File: config.mk
export PLATFORM = sky130hd
export DESIGN_NAME = window_frame_hit_classifier_unit
export DESIGN_NICKNAME = d
export VERILOG_FILES = /design/src/rtl/core/wfhc_pkg.sv /design/src/rtl/core/window_frame_hit_classifier_unit.sv /design/src/rtl/core/wfhc_slot_unit.sv /design/src/rtl/core/wfhc_seq.sv
export VERILOG_INCLUDE_DIRS = /design/src /design/src/rtl/core
export SDC_FILE = /design/constraint.sdc
export NUM_CORES = 1
export LEC_CHECK = 0
export ABC_CLOCK_PERIOD_IN_PS = 6850
export BUFFER_PORTS_ARGS = -buffer_cell sky130_fd_sc_hd__buf_2
export CAP_MARGIN = 20
export CORE_UTILIZATION = 63
export CTS_CLUSTER_SIZE = 14
export DETAILED_ROUTE_END_ITERATION = 6
export GPL_TIMING_DRIVEN = 1
export MAX_ROUTING_LAYER = met4
export PLACE_DENSITY = 0.82
export SLEW_MARGIN = 20
export SYNTH_ARGS = -nofsm -noshare
export SYNTH_HDL_FRONTEND = slang
export SYNTH_SLANG_ARGS = --single-unit
File: constraint.sdc
create_clock -name clk_i -period 6.85 [get_ports clk_i]
set_input_delay 0 -clock clk_i [delete_from_list [all_inputs] [get_ports clk_i]]
set_output_delay 0 -clock clk_i [all_outputs]
set_load 0.005 [all_outputs]
File: src/rtl/core/window_frame_hit_classifier_unit_macros.svh
// assertion macros shared by the hit classifier rtl
`ifndef WINDOW_FRAME_HIT_CLASSIFIER_UNIT_MACROS_SVH
`define WINDOW_FRAME_HIT_CLASSIFIER_UNIT_MACROS_SVH
`ifndef SYNTHESIS
`define WFHC_ASSERT_IMP(name, clk, rstn, ante, cons) \
  name: assert property (@(posedge clk) disable iff (!rstn) (ante) |-> (cons)) \
    else $error("wfhc assertion failed");
`define WFHC_ASSERT_NXT(name, clk, rstn, ante, cons) \
  name: assert property (@(posedge clk) disable iff (!rstn) (ante) |=> (cons)) \
    else $error("wfhc assertion failed");
`else
`define WFHC_ASSERT_IMP(name, clk, rstn, ante, cons)
`define WFHC_ASSERT_NXT(name, clk, rstn, ante, cons)
`endif
`endif

File: src/rtl/core/wfhc_pkg.sv
// types, codes and helpers of the window frame hit classifier
package wfhc_pkg;

  typedef enum logic [2:0] {
    ST_IDLE,
    ST_SETUP,
    ST_RIGHT,
    ST_LEFT,
    ST_EDGE,
    ST_DONE
  } state_e;

  // hit kinds
  localparam logic [3:0] HIT_NONE     = 4'd0;
  localparam logic [3:0] HIT_TITLEBAR = 4'd1;
  localparam logic [3:0] HIT_RESIZE   = 4'd2;
  localparam logic [3:0] HIT_MENU     = 4'd3;
  localparam logic [3:0] HIT_SHADE    = 4'd4;
  localparam logic [3:0] HIT_STICK    = 4'd5;
  localparam logic [3:0] HIT_CLOSE    = 4'd6;
  localparam logic [3:0] HIT_MAX      = 4'd7;
  localparam logic [3:0] HIT_MIN      = 4'd8;
  localparam logic [3:0] HIT_LHALF    = 4'd9;
  localparam logic [3:0] HIT_RHALF    = 4'd10;

  // configuration register indexes
  localparam logic [2:0] REG_BORDER_WIDTH   = 3'd0;
  localparam logic [2:0] REG_TITLE_HEIGHT   = 3'd1;
  localparam logic [2:0] REG_BUTTON_MARGIN  = 3'd2;
  localparam logic [2:0] REG_BUTTON_SPACING = 3'd3;
  localparam logic [2:0] REG_LEFT_BUTTONS   = 3'd4;
  localparam logic [2:0] REG_LEFT_COUNT     = 3'd5;
  localparam logic [2:0] REG_RIGHT_BUTTONS  = 3'd6;
  localparam logic [2:0] REG_RIGHT_COUNT    = 3'd7;

  // feature mask bits
  localparam int unsigned FT_TITLEBAR = 0;
  localparam int unsigned FT_BORDER   = 1;
  localparam int unsigned FT_HANDLE   = 2;
  localparam int unsigned FT_MENU     = 3;
  localparam int unsigned FT_SHADE    = 4;
  localparam int unsigned FT_STICKY   = 5;
  localparam int unsigned FT_CLOSE    = 6;
  localparam int unsigned FT_MAXIMIZE = 7;
  localparam int unsigned FT_ICONIFY  = 8;

  // resize edge bits
  localparam int unsigned EDGE_LEFT   = 0;
  localparam int unsigned EDGE_RIGHT  = 1;
  localparam int unsigned EDGE_TOP    = 2;
  localparam int unsigned EDGE_BOTTOM = 3;

  // longest button list that is walked
  localparam logic [3:0] MAX_BUTTONS = 4'd8;

  typedef struct packed {
    logic in_req;
    logic early_none;
    logic outside;
    logic btn_row;
    logic walk_end;
    logic slot_allowed;
    logic slot_hit;
    logic out_free;
  } seq_status_t;

  typedef struct packed {
    logic busy;
    logic ld_item;
    logic ld_setup;
    logic start_left;
    logic step_idx;
    logic step_bx;
    logic ld_code;
    logic ld_edge;
    logic ld_out;
  } seq_ctrl_t;

  function automatic logic button_allowed(logic [8:0] mask, logic [3:0] code);
    logic ok;
    ok = 1'b0;
    case (code) inside
      HIT_MENU:                   ok = mask[FT_MENU];
      HIT_SHADE:                  ok = mask[FT_SHADE];
      HIT_STICK:                  ok = mask[FT_STICKY];
      HIT_CLOSE:                  ok = mask[FT_CLOSE];
      HIT_MIN:                    ok = mask[FT_ICONIFY];
      HIT_MAX, HIT_LHALF, HIT_RHALF: ok = mask[FT_MAXIMIZE];
      default:                    ok = 1'b0;
    endcase
    return ok & mask[FT_TITLEBAR];
  endfunction

  function automatic logic [3:0] clamp_count(logic [3:0] n);
    return (n > MAX_BUTTONS) ? MAX_BUTTONS : n;
  endfunction

  function automatic logic [3:0] list_entry(logic [31:0] list, logic [3:0] idx);
    return idx[3] ? HIT_NONE : list[{idx[2:0], 2'b00} +: 4];
  endfunction

endpackage

File: src/rtl/core/window_frame_hit_classifier_unit.sv
// top level of the window frame hit classifier
`include "window_frame_hit_classifier_unit_macros.svh"

// Classifies a pointer position against a decorated window frame and returns
// none, titlebar, resize with an edge set, or a titlebar button. One request
// is worked on at a time and the input stalls until it is done: after it is
// taken the block works out the frame extents; with the pointer in the button
// row it then walks the right button list and the left button list one slot
// per cycle through a single shared slot compare unit, seeing each list's end
// in a step of its own; unless a button is hit, it then tests titlebar and
// border edges, and last it hands the result to the output register. With no
// frame or an empty window a request goes straight to the hand-over, and with
// the pointer outside the frame it goes there right after the extents. A
// previous result still held at a stalled output stretches the hand-over. The
// output register lets the next request be taken while a result still waits.
module window_frame_hit_classifier_unit #(
  parameter int unsigned COORD_BITS = 16
) (
  input  logic                         clk_i,
  input  logic                         rst_ni,
  input  logic                         cfg_we_i,
  input  logic [2:0]                   cfg_index_i,
  input  logic [31:0]                  cfg_data_i,
  input  logic                         in_valid_i,
  output logic                         in_stall_o,
  input  logic signed [COORD_BITS-1:0] pointer_x_i,
  input  logic signed [COORD_BITS-1:0] pointer_y_i,
  input  logic signed [COORD_BITS-1:0] window_x_i,
  input  logic signed [COORD_BITS-1:0] window_y_i,
  input  logic [14:0]                  width_i,
  input  logic [14:0]                  height_i,
  input  logic [8:0]                   feature_mask_i,
  input  logic                         decor_enabled_i,
  input  logic                         fullscreen_i,
  input  logic                         shaded_i,
  output logic                         out_valid_o,
  input  logic                         out_stall_i,
  output logic [3:0]                   hit_kind_o,
  output logic [3:0]                   resize_edges_o
);
  import wfhc_pkg::*;

  // wide enough for offsets, content size plus borders and button slots
  localparam int unsigned CW = (COORD_BITS + 2 > 19) ? COORD_BITS + 2 : 19;

  // configuration
  logic [7:0]  border_width_q;
  logic [7:0]  title_height_q;
  logic [6:0]  button_margin_q;
  logic [6:0]  button_spacing_q;
  logic [31:0] left_buttons_q;
  logic [3:0]  left_count_q;
  logic [31:0] right_buttons_q;
  logic [3:0]  right_count_q;

  always_ff @(posedge clk_i or negedge rst_ni) begin
    if (!rst_ni) begin
      border_width_q   <= 8'd1;
      title_height_q   <= 8'd20;
      button_margin_q  <= 7'd2;
      button_spacing_q <= 7'd2;
      left_buttons_q   <= '0;
      left_count_q     <= '0;
      right_buttons_q  <= '0;
      right_count_q    <= '0;
    end else if (cfg_we_i) begin
      unique case (cfg_index_i)
        REG_BORDER_WIDTH:   border_width_q   <= cfg_data_i[7:0];
        REG_TITLE_HEIGHT:   title_height_q   <= cfg_data_i[7:0];
        REG_BUTTON_MARGIN:  button_margin_q  <= cfg_data_i[6:0];
        REG_BUTTON_SPACING: button_spacing_q <= cfg_data_i[6:0];
        REG_LEFT_BUTTONS:   left_buttons_q   <= cfg_data_i;
        REG_LEFT_COUNT:     left_count_q     <= cfg_data_i[3:0];
        REG_RIGHT_BUTTONS:  right_buttons_q  <= cfg_data_i;
        REG_RIGHT_COUNT:    right_count_q    <= cfg_data_i[3:0];
        default: ;
      endcase
    end
  end

  seq_status_t status;
  seq_ctrl_t   ctrl;

  // request registers
  logic signed [CW-1:0] x_q, y_q;
  logic [14:0]          w_q, h_q;
  logic [8:0]           mask_q;
  logic                 shaded_q;

  // frame extents
  logic [7:0]           side_q, bottom_q, th_q, bs_q;
  logic [8:0]           step_q;

  // walk state
  logic signed [CW-1:0] bx_q;
  logic [3:0]           idx_q;
  logic                 walk_left_q;

  // result
  logic [3:0]           res_kind_q, res_edges_q;
  logic                 out_valid_q;
  logic [3:0]           out_kind_q, out_edges_q;

  logic accept;
  assign accept     = in_valid_i && !ctrl.busy;
  assign in_stall_o = ctrl.busy;

  always_ff @(posedge clk_i) begin
    if (ctrl.ld_item) begin
      x_q      <= CW'(pointer_x_i) - CW'(window_x_i);
      y_q      <= CW'(pointer_y_i) - CW'(window_y_i);
      w_q      <= width_i;
      h_q      <= shaded_i ? 15'd0 : height_i;
      mask_q   <= feature_mask_i;
      shaded_q <= shaded_i;
    end
  end

  // setup arithmetic from the request registers
  logic                 tb, bd, hd;
  logic [7:0]           side_c, bottom_c, th_c, bs_c;
  logic [8:0]           top_c;
  logic signed [9:0]    bs_raw;
  logic signed [CW-1:0] w_s, h_s, row_lo;

  always_comb begin
    tb       = mask_q[FT_TITLEBAR];
    bd       = mask_q[FT_BORDER];
    hd       = mask_q[FT_HANDLE] && !shaded_q;
    side_c   = bd ? border_width_q : 8'd0;
    bottom_c = (bd || hd) ? border_width_q : 8'd0;
    th_c     = tb ? title_height_q : 8'd0;
    top_c    = {1'b0, th_c} + {1'b0, side_c};
    bs_raw   = $signed({2'b00, title_height_q}) - $signed({2'b00, button_margin_q, 1'b0});
    bs_c     = (bs_raw < 10'sd1) ? 8'd1 : bs_raw[7:0];
    w_s      = $signed(CW'(w_q));
    h_s      = $signed(CW'(h_q));
    row_lo   = $signed(CW'(button_margin_q)) - $signed(CW'(title_height_q));
  end

  assign status.outside = (x_q < -$signed(CW'(side_c)))
                       || (x_q >= w_s + $signed(CW'(side_c)))
                       || (y_q < -$signed(CW'(top_c)))
                       || (y_q >= h_s + $signed(CW'(bottom_c)));
  assign status.btn_row = tb && (y_q >= row_lo) && (y_q < row_lo + $signed(CW'(bs_c)));

  // button walk
  logic [3:0]           n_left;
  logic [3:0]           entry_idx;
  logic [3:0]           code;
  logic                 slot_hit;
  logic signed [CW-1:0] bx_next;

  assign n_left    = clamp_count(left_count_q);
  assign entry_idx = walk_left_q ? idx_q : idx_q - 4'd1;
  assign code      = list_entry(walk_left_q ? left_buttons_q : right_buttons_q, entry_idx);

  wfhc_slot_unit #(
    .W (CW)
  ) u_slot (
    .x_i        (x_q),
    .bx_i       (bx_q),
    .bs_i       (bs_q),
    .step_i     (step_q),
    .dir_left_i (walk_left_q),
    .hit_o      (slot_hit),
    .bx_next_o  (bx_next)
  );

  always_ff @(posedge clk_i) begin
    if (ctrl.ld_setup) begin
      side_q   <= side_c;
      bottom_q <= bottom_c;
      th_q     <= th_c;
      bs_q     <= bs_c;
      step_q   <= {1'b0, bs_c} + {2'b00, button_spacing_q};
      bx_q     <= w_s - $signed(CW'(button_margin_q)) - $signed(CW'(bs_c));
    end else if (ctrl.start_left) begin
      bx_q <= $signed(CW'(button_margin_q));
    end else if (ctrl.step_bx) begin
      bx_q <= bx_next;
    end
  end

  always_ff @(posedge clk_i or negedge rst_ni) begin
    if (!rst_ni) begin
      idx_q       <= '0;
      walk_left_q <= 1'b0;
    end else if (ctrl.ld_setup) begin
      idx_q       <= clamp_count(right_count_q);
      walk_left_q <= 1'b0;
    end else if (ctrl.start_left) begin
      idx_q       <= '0;
      walk_left_q <= 1'b1;
    end else if (ctrl.step_idx) begin
      idx_q <= walk_left_q ? idx_q + 4'd1 : idx_q - 4'd1;
    end
  end

  // titlebar and border edges
  logic                 title_hit;
  logic [3:0]           edges_c;
  logic signed [CW-1:0] th_s, bord_s, bot_s;

  always_comb begin
    th_s      = $signed(CW'(th_q));
    bord_s    = $signed(CW'(side_q));
    bot_s     = $signed(CW'(bottom_q));
    title_hit = tb && (y_q >= -th_s) && (y_q < $signed(CW'(0)));
    edges_c   = '0;
    edges_c[EDGE_LEFT]   = (side_q != 8'd0) && (x_q >= -bord_s) && (x_q < $signed(CW'(0)));
    edges_c[EDGE_RIGHT]  = (side_q != 8'd0) && (x_q >= w_s) && (x_q < w_s + bord_s);
    edges_c[EDGE_TOP]    = (side_q != 8'd0) && (y_q >= -th_s - bord_s) && (y_q < -th_s);
    edges_c[EDGE_BOTTOM] = (bottom_q != 8'd0) && (y_q >= h_s) && (y_q < h_s + bot_s);
  end

  always_ff @(posedge clk_i) begin
    if (ctrl.ld_item) begin
      res_kind_q  <= HIT_NONE;
      res_edges_q <= '0;
    end else if (ctrl.ld_code) begin
      res_kind_q <= code;
    end else if (ctrl.ld_edge) begin
      if (title_hit) begin
        res_kind_q <= HIT_TITLEBAR;
      end else begin
        res_kind_q  <= (edges_c != 4'd0) ? HIT_RESIZE : HIT_NONE;
        res_edges_q <= edges_c;
      end
    end
  end

  // output register
  always_ff @(posedge clk_i or negedge rst_ni) begin
    if (!rst_ni) begin
      out_valid_q <= 1'b0;
    end else if (ctrl.ld_out) begin
      out_valid_q <= 1'b1;
    end else if (!out_stall_i) begin
      out_valid_q <= 1'b0;
    end
  end

  always_ff @(posedge clk_i) begin
    if (ctrl.ld_out) begin
      out_kind_q  <= res_kind_q;
      out_edges_q <= res_edges_q;
    end
  end

  assign out_valid_o    = out_valid_q;
  assign hit_kind_o     = out_kind_q;
  assign resize_edges_o = out_edges_q;

  assign status.in_req       = in_valid_i;
  assign status.early_none   = !decor_enabled_i || fullscreen_i
                            || (feature_mask_i[2:0] == 3'd0) || (width_i == 15'd0)
                            || (!shaded_i && (height_i == 15'd0));
  assign status.walk_end     = walk_left_q ? (idx_q == n_left) : (idx_q == 4'd0);
  assign status.slot_allowed = button_allowed(mask_q, code);
  assign status.slot_hit     = slot_hit;
  assign status.out_free     = !out_valid_q || !out_stall_i;

  wfhc_seq u_seq (
    .clk_i    (clk_i),
    .rst_ni   (rst_ni),
    .status_i (status),
    .ctrl_o   (ctrl)
  );

  // a taken request keeps the block busy on the next cycle
  `WFHC_ASSERT_NXT(a_busy_after_accept, clk_i, rst_ni, accept, in_stall_o)
  // edges appear exactly with a resize result
  `WFHC_ASSERT_IMP(a_edges_iff_resize, clk_i, rst_ni, out_valid_o,
    (hit_kind_o == HIT_RESIZE) == (resize_edges_o != 4'd0))
  // the walk index stays within the saturated list length
  `WFHC_ASSERT_IMP(a_idx_in_range, clk_i, rst_ni, ctrl.busy, idx_q <= MAX_BUTTONS)

endmodule

File: src/rtl/core/wfhc_slot_unit.sv
// shared slot unit: tests one button slot and steps the slot position
module wfhc_slot_unit #(
  parameter int unsigned W = 19
) (
  input  logic signed [W-1:0] x_i,
  input  logic signed [W-1:0] bx_i,
  input  logic        [7:0]   bs_i,
  input  logic        [8:0]   step_i,
  input  logic                dir_left_i,
  output logic                hit_o,
  output logic signed [W-1:0] bx_next_o
);

  logic signed [W-1:0] bx_end;
  logic signed [W-1:0] step_s;

  assign bx_end = bx_i + $signed(W'(bs_i));
  assign step_s = $signed(W'(step_i));
  assign hit_o  = (x_i >= bx_i) && (x_i < bx_end);
  // left group walks rightward, right group leftward
  assign bx_next_o = dir_left_i ? (bx_i + step_s) : (bx_i - step_s);

endmodule

File: src/rtl/core/wfhc_seq.sv
// sequencer of the hit classifier: setup, button walks, edge test, result
module wfhc_seq (
  input  logic                  clk_i,
  input  logic                  rst_ni,
  input  wfhc_pkg::seq_status_t status_i,
  output wfhc_pkg::seq_ctrl_t   ctrl_o
);
  import wfhc_pkg::*;

  state_e state_q, state_d;

  always_ff @(posedge clk_i or negedge rst_ni) begin
    if (!rst_ni) begin
      state_q <= ST_IDLE;
    end else begin
      state_q <= state_d;
    end
  end

  always_comb begin
    state_d = state_q;
    unique case (state_q)
      ST_IDLE: begin
        if (status_i.in_req) begin
          state_d = status_i.early_none ? ST_DONE : ST_SETUP;
        end
      end
      ST_SETUP: begin
        if (status_i.outside) begin
          state_d = ST_DONE;
        end else if (status_i.btn_row) begin
          state_d = ST_RIGHT;
        end else begin
          state_d = ST_EDGE;
        end
      end
      ST_RIGHT: begin
        if (status_i.walk_end) begin
          state_d = ST_LEFT;
        end else if (status_i.slot_allowed && status_i.slot_hit) begin
          state_d = ST_DONE;
        end
      end
      ST_LEFT: begin
        if (status_i.walk_end) begin
          state_d = ST_EDGE;
        end else if (status_i.slot_allowed && status_i.slot_hit) begin
          state_d = ST_DONE;
        end
      end
      ST_EDGE: begin
        state_d = ST_DONE;
      end
      ST_DONE: begin
        if (status_i.out_free) begin
          state_d = ST_IDLE;
        end
      end
      default: begin
        state_d = ST_IDLE;
      end
    endcase
  end

  always_comb begin
    ctrl_o = '0;
    unique case (state_q)
      ST_IDLE: begin
        ctrl_o.ld_item = status_i.in_req;
      end
      ST_SETUP: begin
        ctrl_o.busy     = 1'b1;
        ctrl_o.ld_setup = 1'b1;
      end
      ST_RIGHT, ST_LEFT: begin
        ctrl_o.busy = 1'b1;
        if (status_i.walk_end) begin
          ctrl_o.start_left = (state_q == ST_RIGHT);
        end else if (status_i.slot_allowed && status_i.slot_hit) begin
          ctrl_o.ld_code = 1'b1;
        end else begin
          ctrl_o.step_idx = 1'b1;
          // only allowed buttons take a slot
          ctrl_o.step_bx  = status_i.slot_allowed;
        end
      end
      ST_EDGE: begin
        ctrl_o.busy    = 1'b1;
        ctrl_o.ld_edge = 1'b1;
      end
      ST_DONE: begin
        ctrl_o.busy   = 1'b1;
        ctrl_o.ld_out = status_i.out_free;
      end
      default: begin
        ctrl_o.busy = 1'b1;
      end
    endcase
  end

endmodule

Word level (Yosys, flattened, before mapping)
Index checks and enable logic that the tools add are counted.
- bits in registers: 265
- bits in latches: 0
- memory bits (writable): 0
- ROM bits: 0
- input bits: 146
- word-level logic and storage cells: 206
- memories kept: 0
- $add $sub $neg: 23
- $mul: 0
- div/mod/pow operators: 0
- $lt $le $gt $ge: 21
- equal/unequal tests: 24
- shift operators: 1
- mux-type cells: 51
- bitwise gates (word level): 3
- reduce and logical (&&, ||, !) cells: 55
- operators with widths (cell ; count):
    $ge A19 B19 Y1 ; 4
    $lt A19 B19 Y1 ; 4
    $mux W19 ; 4
    $add A15 B8 Y16 ; 4
    $neg A8 Y19 ; 3
    $mux W4 ; 11
    $ge A19 B16 Y1 ; 2
    $ge A19 B17 Y1 ; 2
    $lt A19 B1 Y1 const B ; 2
    $lt A19 B17 Y1 ; 2
    $sub A16 B16 Y17 ; 2
    $mux W32 ; 1
    $mux W8 ; 4
    $shiftx A32 B6 Y4 ; 1
    $logic_not A15 Y1 ; 2
    $mux W3 ; 9
    $add A19 B10 Y19 ; 1
    $add A19 B9 Y19 ; 1
    $ge A19 B9 Y1 ; 1
    $lt A19 B10 Y1 ; 1
    $neg A9 Y19 ; 1
    $sub A19 B10 Y19 ; 1
    $sub A19 B9 Y19 ; 1
    $eq A3 B3 Y1 const B ; 6
    37 further kinds ; 108

Logic depth before layout (Yosys ltp)
- word-level depth: 20
- depth in mapped cells: 27
- depth with buffers taken out: 27

By module
A second synthesis with hierarchy kept.
- cells, all modules: 2520
- area total of the unflattened synthesis: 24267.0 um2
- modules (own cells, without submodules) (module ; instances ; cells an instance ; area each (um2) ; sequential area each (um2)):
    window_frame_hit_classifier_unit ; 1 ; 2140 ; 21405.5 ; 7133.1
    wfhc_slot_unit ; 1 ; 340 ; 2519.9 ; 0.0
    wfhc_seq ; 1 ; 40 ; 341.6 ; 75.1

Worst setup path after synthesis
No wires, ideal clock.
- path kind: reg2reg
- start point: register bx_q[0]
- end point: register bx_q[0] (enable)
- library setup time: 425 ps
- arrival time: 5190 ps
- data required time: 6425 ps
- slack: 1235 ps
- cell stages (with the launch flop): 20
- buffers on the path: 0
- clock period less this slack: 5615 ps
- cell sequence: edfxtp_1 -> ha_1 -> fa_1 -> a21o_1 -> a21oi_1 -> o21bai_1 -> a21oi_1 -> o21bai_1 -> a21oi_1 -> nor2_1 -> and2_1 -> and4_1 -> xnor2_1 -> ha_1 -> nand4_1 -> a211oi_1 -> o21ai_0 -> a211o_1 -> nor4bb_1 -> o31ai_1
- cells in the longest elaborated chain, start to end: 8
- elaborated cells on any way between the ends: 9
- ends and longest elaborated chain (element ; line ; source):
    start: declaration ; window_frame_hit_classifier_unit.sv:95 ; logic signed [CW-1:0] bx_q;
    start signal: assignment ; window_frame_hit_classifier_unit.sv:177 ; bx_q <= w_s - $signed(CW'(button_margin_q)) - $signed(CW'(bs_c));
    start signal: assignment ; window_frame_hit_classifier_unit.sv:179 ; bx_q <= $signed(CW'(button_margin_q));
    start signal: assignment ; window_frame_hit_classifier_unit.sv:181 ; bx_q <= bx_next;
    $add A19 B9 Y19 ; wfhc_slot_unit.sv:17 ; assign bx_end = bx_i + $signed(W'(bs_i));
    $lt A19 B19 Y1 ; wfhc_slot_unit.sv:19 ; assign hit_o = (x_i >= bx_i) && (x_i < bx_end);
    $logic_and A1 B1 Y1 * ; wfhc_slot_unit.sv:19 ;
    $logic_and A1 B1 Y1 * ; wfhc_seq.sv:79 ; end else if (status_i.slot_allowed && status_i.slot_hit) begin
    $mux W2 * ; wfhc_seq.sv:79 ;
    $mux W3 * ; wfhc_seq.sv:77 ; if (status_i.walk_end) begin
    $mux W4 * ; wfhc_seq.sv:67 ; unique case (state_q)
    $reduce_bool A3 Y1 (no line) * ; n/a ;
Every way passes the cells marked *; elsewhere a longest branch is shown, timed or not.
A chain may end at the register's enable or synchronous reset.

Final worst setup path
- start point: register bx_q[0]
- end point: register u_seq.state_q[2]
- cells in the longest elaborated chain, start to end: 7
- elaborated cells on any way between the ends: 9
- ends and longest elaborated chain (element ; line ; source):
    $add A19 B9 Y19 ; wfhc_slot_unit.sv:17 ;
    $lt A19 B19 Y1 ; wfhc_slot_unit.sv:19 ;
    $logic_and A1 B1 Y1 * ; wfhc_slot_unit.sv:19 ;
    $logic_and A1 B1 Y1 * ; wfhc_seq.sv:40, wfhc_seq.sv:47 ;
    $mux W3 * ; n/a ;
    $mux W3 (on tied branches) ; n/a ;
    $pmux W3 S6 * ; n/a ;
    end signal: assignment ; wfhc_seq.sv:16 ; state_q <= state_d;
    end: declaration ; wfhc_seq.sv:10 ; state_e state_q, state_d;
Marks and branches as above.

==> metrics <==
outcome=complete, but fails checks; violated checks=design-rule violations; footprint of the flip-flops and latches=0.00721 mm^2; number of unique standard cell types used by synthesis=97; critical path launch point type=flip-flop; share of post-route cells with drive strength above 1=12.4%; MaxCap Viol Count=0; CTS clk-pin slew, worst paths=0.07 ns; detailed-route via count=21500; post-place instance area=0.0255 mm^2; routed wire length=72800 um; clk_skew=0.0399 ns; Avg Vias per Cell=6.26; post-CTS setup repair buffer count=0; arrival time worst endpoint=6.49 ns; first-pass GRT wire length=114000 um; syn_area_per_cell=9.43 um^2; Max Freq=0.169 GHz; most used standard cell by instance count after synthesis=ha_1; number of buffers added to fix hold violations after cts=176; final-stage net count=3471; TritonCTS Sinks=261; met2 WL post-DR=35100 um; die boundary width=198 um; filler cell count in the final layout=2619; top layer in use=met4; top_reg_cell synth=edfxtp_1; count of warnings emitted by yosys=0; #FFs+latches synth=261; maximum number of pins on one net before global-route repair=70; Resize count post-CTS=0; floorplan die height=198 um; required time at the worst-slack endpoint=7.41 ns; top cells by area, synth=ha_1 (22%), edfxtp_1 (18%), dfrtp_1 (11%), xnor2_1 (5.3%), mux2_2 (4.3%); Mapped Nets=3137; vias in the first global route=21700; global-route total usage across every layer=38.4%; Rel. slew slack=23.7%; drc violations=1; met3 wirelength from detailed routing=5370 um; Largest stage delay, worst path=0.57 ns; share of synthesized flip-flops with an asynchronous set or reset=42.5%; count of flip-flops with a built-in enable after synthesis=142; latest clock arrival within the worst-skew pair=0.62 ns; Remaining Overflow, GRT=0; static leakage=13.0 nW; TritonCTS buffer count=30; post-synth top area cell=ha_1; PD cells=418 mW/mm^2; VDD IR max=0.000286 V; worst slew pin tran=1.13 ns; met1 WL=28600 um; first-pass iteration count of the detailed router=7; crit path kind=flip-flop to flip-flop; number of cell rows=71; worst hold path class=input pin to flip-flop; Slew Viols, Final=0; average detailed-routed wire length per instance=21.2 um; setup TNS after final layout=0 ns; post-placement worst setup slack=1.14 ns; count of cells along the worst hold path=7; placer congestion estimate=0.978; maximum root-to-sink buffer count=3; master cell of the clock root buffer=clkbuf_16; reg2reg path depth=25; most repeated library cell on the critical path=a21oi_1; total half-perimeter wirelength after legalization and detailed placement=49600 um; cell count after synthesis=2560; unrepaired setup endpoints after global routing=no; Tcrit/Tclk final=86.6%; initial cell density of the core=64.1%; post-route worst hold slack=0.0363 ns; post-layout utilization of the core=75.3%; fraction of post-synthesis cell area in the top cell type by area=21.5%; synth cell count leaders=ha_1 (415), inv_1 (261), a21oi_1 (173), nor2_1 (156), xnor2_1 (147); PortBufs=155; total standard cell area after synthesis=0.0241 mm^2; final hold violations=0; antenna viol nets, final=0; DR iter-0 viols=1640; multi-input combinational cell area=0.0158 mm^2; number of setup violations in the final report=0; antenna violations before repair=0; Max FO, Critical Path=7; kind of end point of the critical path=flip-flop; crit path max-delay cell type=dlygate4sd3_1; boundary pin count=156; total die area=0.0391 mm^2; Layout Cell Area excl Fill=0.0284 mm^2; clock tree from TritonCTS=built; worst-case setup margin in the final layout=0.918 ns; time the worst path needs with I/O delays and setup=5.93 ns; sequential element share of the synthesized area=29.9%; P&R area growth vs syn=17.5%; number of H-tree branching levels=1; core region area=0.0377 mm^2
[report_power, final]
part / total (W) / leakage, nW / switching (W) / internal (W)
combinational: 0.00721 / 9.76 / 0.00407 / 0.00315
clock: 0.00180 / 0.545 / 0.000749 / 0.00106
sequential: 0.00283 / 2.73 / 0.000556 / 0.00228
total: 0.0118 / 13.0 / 0.00537 / 0.00648
[layout make-up]
class	instances	area share, %
sequential	261	25.4
inverter	265	3.51
timing repair buffer	346	9.39
antenna	1	0.00882
multi-input combinational	1990	55.5
clock inverter	21	0.988
tap	511	2.25
clock buffer	35	2.89
[flip-flops by register name, indices dropped and copies added, names as in the netlist, 7 cells and up]
name and flops:
border_width_q 8, bottom_q 8, bs_q 8, button_margin_q 7, button_spacing_q 7, bx_q 19
h_q 15, left_buttons_q 32, mask_q 9, right_buttons_q 32, side_q 8, step_q 9
th_q 8, title_height_q 8, w_q 15, x_q 17, y_q 17
[per-layer routing]
metal / global-route usage, % / vias to the layer above
li1: - / 9999
met1: 45.4 / 10300
met2: 64.5 / 912
met3: 5.52 / 277
met4: 18.3 / 0
met5: - / -
[worst paths after layout]
| path | start | slack [ns] | to |
|---|---|---|---|
| max in group asynchronous | rst_ni | 5.43 | right_buttons_q[7] |
| min in group asynchronous | rst_ni | 0.53 | border_width_q[0] |
| max reg2reg | bx_q[0] | 0.92 | u_seq.state_q[2] |
| min | window_y_i[5] | 0.04 | y_q[6] |
| min reg2reg | res_kind_q[3] | 0.45 | hit_kind_o[3] |
| max | bx_q[0] | 0.92 | u_seq.state_q[2] |
[worst max-delay path: cells and delay by family, from the launching register on]
family / cells / cell delay [ns]
and+or+nand+nor: 8 / 1.37
xor gates and xnor gates: 1 / 0.12
DFF: 1 / 0.45
AOI/OAI and AO/OA: 11 / 2.15
buffers and inverters: 2 / 0.82
adders and majority gates: 3 / 0.95
[cells by family after synthesis]
kind of cell	Yosys count	synth area share [%]
and+or+nand+nor	652	13.6
AOI/OAI and AO/OA	602	16.2
adders and majority gates	433	22.9
buffers and inverters	309	4.96
muxes	116	5.64
xor gates and xnor gates	187	6.78
DFF	261	29.9
[per-stage QoR]
step,power [W],cells
global placement,0.00935,3197
global route,0.0127,3429
CTS,0.0116,3429
finish,0.0118,3430
floorplan,0.00790,2560
detailed placement,0.00966,3197
[layout by cell type (no fill, tap or decap), types with 40 or more instances in the layout]
cell,instances
nor3_1,45
nand3_1,50
a21o_1,55
dlygate4sd3_1,175
a21oi_1,173
buf_2,154
xnor2_1,147
nand2_1,139
ha_1,415
nor2_1,156
nor2b_1,75
edfxtp_1,142
o21ai_0,121
dfrtp_1,105
xor2_1,40
mux2_2,93
inv_1,261
Power figures use the tool's default switching activity.
